## config.mk

```make
export PLATFORM = sky130hd
export DESIGN_NAME = tsmc_front
export DESIGN_NICKNAME = d
export VERILOG_FILES = /design/src/rtl/tsmc_pkg.sv /design/src/rtl/tsmc_front.sv
export SDC_FILE = /design/constraint.sdc
export NUM_CORES = 1
export LEC_CHECK = 0
export ABC_CLOCK_PERIOD_IN_PS = 28000
export BUFFER_PORTS_ARGS = -buffer_cell sky130_fd_sc_hd__buf_2
export CAP_MARGIN = 10
export CORE_ASPECT_RATIO = 0.5
export CORE_MARGIN = 5
export CORE_UTILIZATION = 45
export CTS_BUF_LIST = sky130_fd_sc_hd__clkbuf_8
export CTS_CLUSTER_DIAMETER = 60
export CTS_CLUSTER_SIZE = 8
export DETAILED_ROUTE_END_ITERATION = 12
export GPL_TIMING_DRIVEN = 0
export HOLD_SLACK_MARGIN = 0.06
export PLACE_DENSITY = 0.7
export SLEW_MARGIN = 10
export SYNTH_ARGS = -nofsm -noshare
export SYNTH_HDL_FRONTEND = slang
export SYNTH_SLANG_ARGS = --single-unit
```

## constraint.sdc

```tcl
create_clock -name clk -period 28 [get_ports clk]
set_input_delay 1.4 -clock clk [delete_from_list [all_inputs] [get_ports clk]]
set_output_delay 1.4 -clock clk [all_outputs]
set_load 0.005 [all_outputs]
```

## src/rtl/tsmc_pkg.sv

```systemverilog
// Shared types, constants and helpers for the timestamp marker match cache.
// Used by tsmc_front, tsmc_back and the top level; depends on nothing.
`timescale 1ns / 1ps

package tsmc_pkg;

  localparam int ENTRIES = 32;
  localparam int IDX_W = $clog2(ENTRIES);
  localparam int QDEPTH = 2;
  localparam int QPTR_W = $clog2(QDEPTH);

  localparam logic [30:0] WINDOW_RESET = 31'd2000;
  localparam logic [31:0] DIST_MAX = 32'hFFFF_FFFF;
  localparam logic [31:0] HALF_RANGE = 32'h8000_0000;

  typedef enum logic {
    OP_STORE  = 1'b0,
    OP_LOOKUP = 1'b1
  } op_t;

  typedef struct packed {
    op_t                op;
    logic [47:0]        address;
    logic [31:0]        rx_time;
    logic [31:0]        ident;
    logic [31:0]        session;
    logic signed [63:0] tx_time;
  } cmd_t;

  typedef struct packed {
    logic [47:0]        address;
    logic [31:0]        rx_time;
    logic [31:0]        ident;
    logic [31:0]        session;
    logic signed [63:0] tx_time;
  } entry_t;

  function automatic logic [31:0] wrapped_distance(input logic [31:0] a,
                                                   input logic [31:0] b);
    logic [31:0] d;
    d = a - b;
    if (d == HALF_RANGE) begin
      return DIST_MAX;
    end else if (d[31]) begin
      return 32'd0 - d;
    end else begin
      return d;
    end
  endfunction

endpackage

```

## src/rtl/tsmc_front.sv

```systemverilog
// Front end: accepts command transactions, classifies them and queues them.
// Depends on tsmc_pkg.
`timescale 1ns / 1ps

module tsmc_front
  import tsmc_pkg::*;
(
  input  logic               clk,
  input  logic               rst,
  input  logic               start,
  output logic               busy,
  input  logic               opcode,
  input  logic [47:0]        source_address,
  input  logic [31:0]        rx_timestamp_us,
  input  logic [31:0]        sounding_ident,
  input  logic [31:0]        session_value,
  input  logic signed [63:0] tx_time_us,
  output logic               cmd_valid,
  input  logic               cmd_ready,
  output cmd_t               cmd
);

  cmd_t                queue [QDEPTH];
  logic [QPTR_W-1:0]   head;
  logic [QPTR_W:0]     count;
  logic [QPTR_W:0]     count_next;
  logic [QPTR_W-1:0]   wr_idx;
  logic                push;
  logic                pop;
  cmd_t                incoming;

  assign busy = (count == (QPTR_W + 1)'(QDEPTH));
  assign push = start && !busy;
  assign cmd_valid = (count != '0);
  assign pop = cmd_valid && cmd_ready;
  assign cmd = queue[head];
  assign wr_idx = QPTR_W'(head + count[QPTR_W-1:0]);

  always_comb begin
    incoming.op = (opcode == 1'b1) ? OP_LOOKUP : OP_STORE;
    incoming.address = source_address;
    incoming.rx_time = rx_timestamp_us;
    incoming.ident = sounding_ident;
    incoming.session = session_value;
    incoming.tx_time = tx_time_us;
  end

  always_comb begin
    count_next = count;
    if (push && !pop) begin
      count_next = count + 1'b1;
    end else if (pop && !push) begin
      count_next = count - 1'b1;
    end
  end

  always_ff @(posedge clk) begin
    if (rst) begin
      head <= '0;
      count <= '0;
    end else begin
      count <= count_next;
      if (pop) begin
        head <= head + 1'b1;
      end
    end
  end

  always_ff @(posedge clk) begin
    if (push) begin
      queue[wr_idx] <= incoming;
    end
  end

endmodule

```

Word-level counts from Yosys, hierarchy flattened:

Memories as Yosys holds them, arrays and structs flattened. A register that Yosys moved wholly into a read port is not among the register bits.
Cells that the tools add are included.

* memories kept: 1
* bits in registers: 3
* word-level logic and storage cells: 24
* RAM bits: 418
* input port bits: 213
* output and inout port bits: 211

Memories
* queue: depth 2, width 209, rd ports 1, clocked after memory_dff 1, write ports 1, line tsmc_front.sv:23 `cmd_t queue [QDEPTH];`

* reduce and logical (&&, ||, !) cells: 9
* equality and inequality tests: 1
* multiplexer cells: 7
* add/subtract/negate cells: 4

Operators with widths (count)
* 1-bit two-way mux: 5
* 1-bit logical AND: 4
* 2-bit two-way mux: 2
* 2-bit nonzero test: 2
* 1-bit zero test: 3
* 2-bit by 1-bit adder with 2-bit output, second input constant: 1
* 2-bit equality test, second input constant: 1
* 2-bit by 1-bit subtractor with 2-bit output, second input constant: 1
* 1-bit adder: 1
* 1-bit adder, second input constant: 1

Longest topological paths before layout:

Gate-level depths: netlist of the first run.

* depth after elaboration: 7
* mapped depth: 7
* gate-level depth less buffers: 6

Worst setup path before layout of the first run:

No wires, ideal clock.

* path kind: in2reg
* start: input port start
* end: memory queue[0][0] (netlist bit), enable pin
* path slack: 16.784 ns
* cell stages on the path: 1
* buffers on the path: 0
* setup time: 0.808 ns
* required time: 27.192 ns
* arrival: 10.408 ns
* path through: nor2b_1

* word-level cells in the longest chain between the ends: 3

RTL lines
* from (decl): line tsmc_front.sv:10 `input logic start,`
* 1-bit logical AND: line tsmc_front.sv:33 `assign push = start && !busy;`
* 1-bit two-way mux: line tsmc_front.sv:70 `if (push) begin`
* 1-bit two-way mux (implied by the code): line tsmc_front.sv:71 `queue[wr_idx] <= incoming;`
* to (decl): line tsmc_front.sv:23

Every way passes these cells.

==> out/qor.yml, run 1 <==
global_routing:
  grt_use_total_pct: 18.1
  grt.overflow.total: 0
  grt_pass1_wl_um: 53300
  antenna_found_initial: 7
  grt_pass1_vias: 8941
  grt_max_degree: 57
floorplan:
  initial_core_util_pct: 45.6
  rows: 48
  die_x_um: 274
  die_area_um2: 39000
  core_um2: 34500
  ios: 424
  fp.dieH_um: 142
critical_path:
  start_kind: "register"
  cp-end-kind: "output port"
  arrival_ns: 2.01
  cp.required_ns: 26.60
  critical_path.max_fanout: 10
  r2r_cells: 6
  critPathKind: "register to output port"
synth:
  yosysSeqAreaShare_pct: 80.3
  synthesis.nets: 889
  syn_area_um2: 15700
  synth.ff_latch_count: 422
  synthCells: 675
  yosys_warnings: 0
  synth_area_per_cell_um2: 23.3
  synth.distinct_cells: 20
cts:
  cts_hold_buffers: 0
  clockRootBuffer: "clkbuf_8"
  post_cts.repair.setup_buffers: 0
  cts_buffers: 58
  cts.sinks: 422
  cts.clk_slew.worst_paths_ns: 0.06
  cts_tree: "done"
  clockBufferDepth: 3
  cts_resized: 0
  clkLatencyLatePin_ns: 0.59
  htree_num_levels: 2
pwr:
  ir_drop_uv: 114
  p_leak_nw: 7.61
  power.density_nw_per_um2: 99.1
  power.total_mw: 1.95
min_path:
  hold_depth: 2
  worst_hold_path_type: "register to register"
sta:
  finalCriticalPeriod_ns: 3.41
  relSlewSlack_pct: 46.5
  skew_ns: 0.0153
  worst_pin_slew_ns: 0.803
  fin_crit_sh_pct: 12.2
  max_freq_mhz: 293
  setup_viol: 0
  fin_setup_tns_ns: 0
  finalHoldViolations: 0
  finalMaxSlewViolations: 0
  rsz0062_at_grt: "false"
drt:
  wl_per_cell_um: 22.0
  num_vias: 8143
  viasPerCell: 4.86
  ant_nets: 0
  drc_errors: 0
  wirelength_um: 36900
  drt_iter0_drc: 488
  first_pass_iters: 4
finish:
  num-fill-cells: 2761
  layout_commonest_cell: "buf_2"
  layout_common_cells: "buf_2, edfxtp_1, mux2_2, mux2_4, clkbuf_8"
  drive_gt1_share_pct: 61.3
  syn2layout_area_growth_pct: 25.0
  finish.utilization_pct: 57.0
  nets: 1383
placement:
  io_buffers: 423
  gp_congestion: 0.771
  dp_hpwl_um: 27000
run_status:
  status: "completed"
job:
  max_cap_viol_count: 0
==> registers in the layout (all words and copies together), names as in the netlist, named ones only <==
name	flops
count	2
head	1
queue	418
==> cell families (layout without fill, tap and decap cells) <==
kind of cell    count (synthesis)  in the layout  synth area share, %
flops                         422            422                 80.3
mux                           210            210                 17.4
buf+inv                        25            545                 1.54
simple gates                   10             10                0.342
compound gates                  4              4                0.127
xor+xnor                        3              3                0.167
fa+ha+maj                       1              1               0.0796
other cells                     0              6                    0
==> worst paths after layout <==
| kind | startpoint | endpoint | slack, ns |
|---|---|---|---|
| max | register | cmd[173] | 24.59 |
| min | count[1] | count[1] | 0.56 |
| min reg2reg | count[1] | count[1] | 0.56 |
| max reg2reg | count[0] | queue[1][148] | 25.37 |
==> layer usage <==
metal	vias up	wire, um	track usage (%)
li1	3684	-	-
met1	4163	13100	19.9
met2	203	20800	34.7
met3	91	1510	3.79
met4	2	1380	7.05
met5	-	9	0
==> power breakdown <==
part,internal [mW],leakage (nW),switching [mW]
combinational,0.307,3.10,0.306
sequential,0.887,3.93,0.0362
clock,0.198,0.574,0.214
==> worst max-delay path: stages, from the launching register on <==
cell	delay, ns
dfxtp_1	0.33
buf_6	0.18
buf_6	0.24
buf_8	0.20
mux2_4	0.32
buf_2	0.13
==> per-stage QoR <==
stage	cells	area (um2)	hold WS, ns	setup WS, ns
after global routing	1676	19700	0.597	24.44
after detailed placement	1584	18700	0.546	24.74
final	1676	19700	0.556	24.59
after global placement	1573	18400	0.505	11.99
after floorplan	675	15700	0.479	16.78
after CTS	1670	19600	0.558	24.49
==> cells in the mapped netlist <==
cell type,n,area [um2]
xor2_1,3,26.3
nor2_1,3,11.3
or3_1,1,6.26
and2_1,1,6.26
buf_8,10,150
nor3_1,1,5.00
a21oi_1,2,10.0
nor2b_1,3,18.8
mux2_4,100,1500
edfxtp_1,418,12600
inv_1,1,3.75
buf_4,2,15.0
mux2_2,109,1230
buf_6,2,22.5
dfxtp_1,4,80.1
buf_2,10,50.1
mux2i_1,1,10.0
or2_2,1,6.26
o21ai_0,2,10.0
ha_1,1,12.5
==> layout make-up <==
| cell class | instances | area [um2] | area share (%) |
|---|---|---|---|
| Clock buffer | 62 | 853 | 4.34 |
| Tap cell | 475 | 594 | 3.02 |
| Buffer | 24 | 238 | 1.21 |
| Inverter | 1 | 3.75 | 0.0191 |
| Clock inverter | 24 | 90.1 | 0.458 |
| Sequential cell | 422 | 12600 | 64.2 |
| Multi-Input combinational cell | 228 | 2860 | 14.6 |
| Timing Repair Buffer | 434 | 2370 | 12.1 |
| Antenna cell | 6 | 15.0 | 0.0764 |
Note: power is estimated with default switching activity, not from simulation.
==> run 2: changes to the inputs <==
Settings changed: ABC_AREA set to 1, ABC_CLOCK_PERIOD_IN_PS 28000 to 2900, PLACE_DENSITY 0.7 to 0.73.
Clock period 28 ns to 2.9 ns, I/O delays scaled along.
==> run 2 against run 1 <==
Effect of this change: sequential power grew to 9.8 times the previous value; area after synthesis barely moved; sequential share of layout area decreased by 6.1 points; power grew to 9.6 times the previous value; clock skew is 0.0018 ns lower; worst hold slack lost 0.44 ns; via count rose by 12%; core utilization up 5.9 points; largest cell class unchanged.
==> out/qor.yml, run 2 <==
run_status:
  status: "completed"
pwr:
  switchingPower_mw: 5.38
  comb_power_share_pct: 30.9
  switching_share_pct: 28.6
  power.total_mw: 18.8
  power_frac_seq_pct: 48.4
  ir_drop_uv: 555
  power.density_nw_per_um2: 865
  p_leak_nw: 8.43
  clkPwrFrac_pct: 20.7
  internal_power_mw: 13.4
placement:
  io_buffers: 423
  pre_cts_ws_ns: 0.808
  dp_hpwl_um: 26500
  gp_congestion: 0.812
synth:
  synth.distinct_cells: 18
  synth.ff_latch_count: 422
  yosys-top-cells-count: "edfxtp_1, mux2_2, mux2_4"
  synth_top_area_cell: "edfxtp_1"
  syn_area_um2: 15700
  synthesis.nets: 897
  synth_compound_area_share_pct: 0.127
  synth_top_area_share_pct: 79.8
  yosysSeqAreaShare_pct: 80.3
  synth_area_per_cell_um2: 23.0
  synthCells: 683
  synth-xor-area-share_pct: 0.0557
  synth_area_leaders: "edfxtp_1, mux2_4, mux2_2, buf_8, dfxtp_1"
  muxShareOfSynthArea_pct: 17.4
  async_flop_share_pct: 0
  yosys_warnings: 0
  synthFlopType: "edfxtp_1"
  synthAdderAreaFrac_pct: 0.0796
  synth-simple-area-share_pct: 0.430
  synth_edf_count: 418
  synth.most_common_cell: "edfxtp_1"
  synth_top_family_by_area: "multiplexers"
cts:
  cts.clk_slew.worst_paths_ns: 0.07
  cts_tree: "done"
  cts.sinks: 422
  post_cts.repair.setup_buffers: 0
  htree_num_levels: 2
  clockRootBuffer: "clkbuf_8"
  clkLatencyLatePin_ns: 0.60
  clockBufferDepth: 3
  cts_resized: 0
  cts_buffers: 58
job:
  max_cap_viol_count: 0
critical_path:
  start_kind: "register"
  r2r_slack_ns: 0.79
  slowest_delay_ns: 0.34
  arrival_ns: 2.02
  cp-end-kind: "output port"
  regToRegStartpoint: "count[1]"
  critPathKind: "register to output port"
  crit_path_frequent_cell: "buf_6"
  slowest_stage: "dfxtp_1"
  critical_path.max_fanout: 10
  crit_chain: "buf_6 -> buf_6 -> buf_8 -> mux2_4 -> buf_2"
  reg2reg_to: "queue[1][133]"
  r2r_cells: 5
  cp.required_ns: 2.76
floorplan:
  die_x_um: 274
  ios: 424
  rows: 48
  initial_core_util_pct: 45.6
  fp.dieH_um: 142
  core_um2: 34500
  die_area_um2: 39000
min_path:
  worst_hold_startpoint: "start"
  worst_hold_path_type: "input port to register"
  hold_depth: 3
  min_to: "queue[0][10]"
sta:
  finalMaxSlewViolations: 0
  skew_ns: 0.0135
  relSlewSlack_pct: 53.0
  rsz0062_at_grt: "false"
  finalHoldViolations: 0
  worst_pin_slew_ns: 0.704
  setup_viol: 0
  fin_crit_sh_pct: 74.6
  finalCriticalPeriod_ns: 2.16
  max_freq_mhz: 462
  layout_setup_ws_ns: 0.736
  fin_setup_tns_ns: 0
drt:
  num_vias: 9133
  viasPerCell: 4.85
  wirelength_um: 39900
  first_pass_iters: 4
  ant_nets: 0
  drc_errors: 0
  wl_per_cell_um: 21.2
  drt_iter0_drc: 488
global_routing:
  grt_use_total_pct: 19.4
  grt_max_degree: 62
  grt_pass1_wl_um: 57600
  grt_pass1_vias: 10088
  antenna_found_initial: 6
  grt.overflow.total: 0
finish:
  finish.utilization_pct: 63.0
  nets: 1602
  largest_register_ffs: 418
  layout_common_cells: "buf_2, edfxtp_1, dlygate4sd3_1, mux2_2, mux2_4"
  layout_commonest_cell: "buf_2"
  syn2layout_area_growth_pct: 38.1
  top_register: "queue"
  drive_gt1_share_pct: 52.3
  top_regs: "queue x418, count x2, head x1"
-- run 2: changes by cell type after synthesis, sizes merged, moves of 2 or more --
cell   delta
nor2      +2
nor2b     -3
inv       +6
xor2      -2
nand3     +2
nand2     +7
-- run 2: cell families (layout without fill, tap and decap cells) --
family / Yosys count / in the layout
AOI/OAI and AO/OA: 4 / 4
xor gates and xnor gates: 1 / 1
adders and majority gates: 1 / 1
buffers and inverters: 30 / 747
DFF: 422 / 422
muxes: 209 / 209
other: 0 / 7
and+or+nand+nor: 16 / 16
-- run 2: routing by layer --
| metal | GRT usage (%) | vias to the layer above | wire length [um] |
|---|---|---|---|
| met5 | 0 | - | 0 |
| met4 | 8.80 | 0 | 1720 |
| met3 | 3.91 | 105 | 1580 |
| met2 | 38.0 | 271 | 22900 |
| met1 | 20.3 | 4649 | 13700 |
| li1 | - | 4108 | - |
-- run 2: layout make-up --
cell class,instances,area (um2)
inverters,7,26.3
diodes,7,17.5
multi-input cells,231,2860
fillers,2427,12800
clock buffers,60,826
well taps,475,594
clock inverters,12,48.8
repair buffers,645,4480
flip-flops and latches,422,12600
plain buffers,23,230
-- run 2: power groups by stage --
stage	Clock, mW	Sequential, mW	Combinational (mW)
after floorplan	0	9.26	3.02
after global placement	0	9.28	4.90
after detailed placement	0	9.20	5.59
after CTS	3.99	9.08	5.86
after global routing	4.33	9.19	6.16
final	3.89	9.09	5.79
-- run 2: worst max-delay path: cells and delay by family (launching register included) --
kind,cells,cell delay [ns]
buffers and inverters,4,0.75
DFF,1,0.34
muxes,1,0.32
-- run 2: repair_timing --
action / in CTS / in global routing
hold buffers: 211 / 0
setup endpoints to repair: 0 / 0
endpoints found under the hold margin: 422 / 0
-- run 2: worst max-delay path by stage --
stage / startpoint / to / slack (ns) / depth (start not counted)
after CTS: register / cmd[187] / 0.64 / 4
after floorplan: head / queue[0][0] / -1.13 / 2
final: register / cmd[115] / 0.74 / 5
after global routing: register / cmd[114] / 0.61 / 5
after detailed placement: count[1] / queue[0][98] / 0.81 / 7
after global placement: count[1] / queue[0][101] / -2.65 / 3
-- run 2: metrics by stage --
stage	area (um2)	instances	hold WS (ns)
final	21700	1882	0.119
after global routing	21700	1881	0.0985
after CTS	21700	1875	0.0626
after detailed placement	18700	1592	0.336
after global placement	18500	1581	0.332
after floorplan	15700	683	0.244
==> run 3: changes to the inputs <==
Settings changed: ABC_CLOCK_PERIOD_IN_PS 2900 to 1800.
Clock period 2.9 ns to 1.8 ns, I/O delays scaled along.
==> run 3 against run 2 <==
Effect of this change: the run now ends with setup timing left; cell count increased by 1.1%; worst hold slack improved by 0.090 ns; setup slack got worse by 0.92 ns; first-iteration DRC count increased by 5.7%; power increased by 75%; final area increased by 6.2%; non-clock buffer count increased by 22; largest power group unchanged; sequential cell count unchanged; register-to-register slack got worse by 0.74 ns; sequential share of layout area decreased by 3.4 points; critical path type unchanged; global-route usage increased by 1.2 points.
==> out/qor.yml, run 3 (synthesized netlist as in run 2, its figures left out) <==
drt:
  wirelength_um: 43000
  drt_iter0_drc: 516
  ant_nets: 0
  num_vias: 9430
  drc_errors: 0
  viasPerCell: 4.96
  wl_per_cell_um: 22.6
  first_pass_iters: 5
critical_path:
  reg2reg_to: "queue[0][83]"
  critPathKind: "register to output port"
  critical_path.max_fanout: 10
  arrival_ns: 1.89
  start_kind: "register"
  r2r_slack_ns: 0.05
  cp.required_ns: 1.71
  regToRegStartpoint: "count[1]"
  r2r_cells: 6
  cp-end-kind: "output port"
global_routing:
  grtUsageMet3_pct: 3.79
  grt.overflow.total: 0
  grt_use_total_pct: 20.6
  use_met1_pct: 22.5
  grt_max_degree: 52
  grt_pass1_wl_um: 60900
  grt_most_used_layer: "met2"
  grt_util_met2_pct: 39.7
  antenna_found_initial: 4
  grt_pass1_vias: 10334
finish:
  layout_common_cells: "edfxtp_1, buf_2, dlygate4sd3_1, buf_6, mux2_4"
  top_register: "queue"
  largest_register_ffs: 418
  syn2layout_area_growth_pct: 46.6
  ff_latch_area_um2: 12600
  final_cell_count_no_fill: 1903
  finish.utilization_pct: 66.9
  layout_commonest_cell: "edfxtp_1"
  multi_input_area_um2: 2930
  num-fill-cells: 2252
  nets: 1626
  drive_gt1_share_pct: 53.2
  top_regs: "queue x418, count x2, head x1"
  fin_area_um2: 23100
cts:
  htree_num_levels: 2
  clockBufferDepth: 3
  cts.clk_slew.worst_paths_ns: 0.07
  cts_tree: "done"
  cts.sinks: 422
  cts_buffers: 58
  clkLatencyLatePin_ns: 0.61
  clockRootBuffer: "clkbuf_8"
floorplan:
  ios: 424
  die_area_um2: 39000
  die_x_um: 274
  initial_core_util_pct: 45.6
  core_um2: 34500
  rows: 48
  fp.dieH_um: 142
sta:
  layout_setup_ws_ns: -0.184
  finalHoldViolations: 0
  max_freq_mhz: 504
  finalCriticalPeriod_ns: 1.98
  rsz0062_at_grt: "true"
  fin_setup_tns_ns: -29.39
  relSlewSlack_pct: 57.0
  skew_ns: 0.0243
  finalMaxSlewViolations: 0
  fin_hold_ws_ns: 0.209
  setup_viol: 209
  fin_crit_sh_pct: 110
  worst_pin_slew_ns: 0.646
run_status:
  violations: "setup timing"
  status: "finished with violations"
pwr:
  power.density_nw_per_um2: 1430
  ir_drop_uv: 816
  p_leak_nw: 8.95
min_path:
  worst_hold_path_type: "input port to register"
  worst_hold_startpoint: "rx_timestamp_us[10]"
  min_to: "queue[0][138]"
  hold_depth: 2
placement:
  placed_area_um2: 18700
  gp_congestion: 0.812
  dp_hpwl_um: 26500
  io_buffers: 423
  numPlacedInstances: 1592
job:
  max_cap_viol_count: 0
## run 3: per-layer routing
layer | up-vias | part of all wire, %
met1 | 4859 | 35
met5 | - | 0
met3 | 117 | 3.7
li1 | 4164 | -
met2 | 290 | 57
met4 | 0 | 4.5
## run 3: stage by stage
step	worst slack, ns	power, mW
6_report	-0.184	33.0
5_1_grt	-0.279	34.4
4_1_cts	-0.234	32.4
3_5_place_dp	-0.292	23.8
3_3_place_gp	-3.75	20.0
2_1_floorplan	-2.23	19.1
## run 3: cell type report
class                           count  area share (%)
Multi-Input combinational cell    233            12.7
Clock buffer                       60            3.58
Clock inverter                     12           0.212
Tap cell                          475            2.58
Buffer                             22            1.69
Inverter                            7           0.114
Sequential cell                   422            54.8
Antenna cell                        4          0.0434
Timing Repair Buffer              668            24.3
## run 3: how the worst max path moves through the flow
| stage | end | depth (start not counted) | start | slack, ns |
|---|---|---|---|---|
| floorplan | queue[0][0] | 2 | head | -2.23 |
| global placement | queue[0][101] | 3 | count[1] | -3.75 |
| detailed placement | queue[0][98] | 7 | count[1] | -0.29 |
| CTS | cmd[68] | 5 | register | -0.23 |
| global route | cmd[142] | 5 | register | -0.28 |
| finish | cmd[93] | 5 | register | -0.18 |
## run 3: what timing repair did
item,in CTS,in global routing
pin swaps,1,0
gates resized for setup,136,54
hold buffers,211,1
cloned,9,4
setup endpoints to repair,460,451
buffers inserted,10,2
hold endpoints to repair,422,1
## run 3: critical path: stages, from the launching register on
cell	delay [ns]
dfxtp_4	0.38
buf_12	0.14
buf_16	0.16
buf_12	0.16
mux2_4	0.30
buf_2	0.15
## run 3: where the power goes
part           internal (mW)  switching (mW)  total [mW]
Clock                   2.97            3.37        6.34
Sequential              14.0           0.684        14.7
Combinational           6.57            5.36        11.9
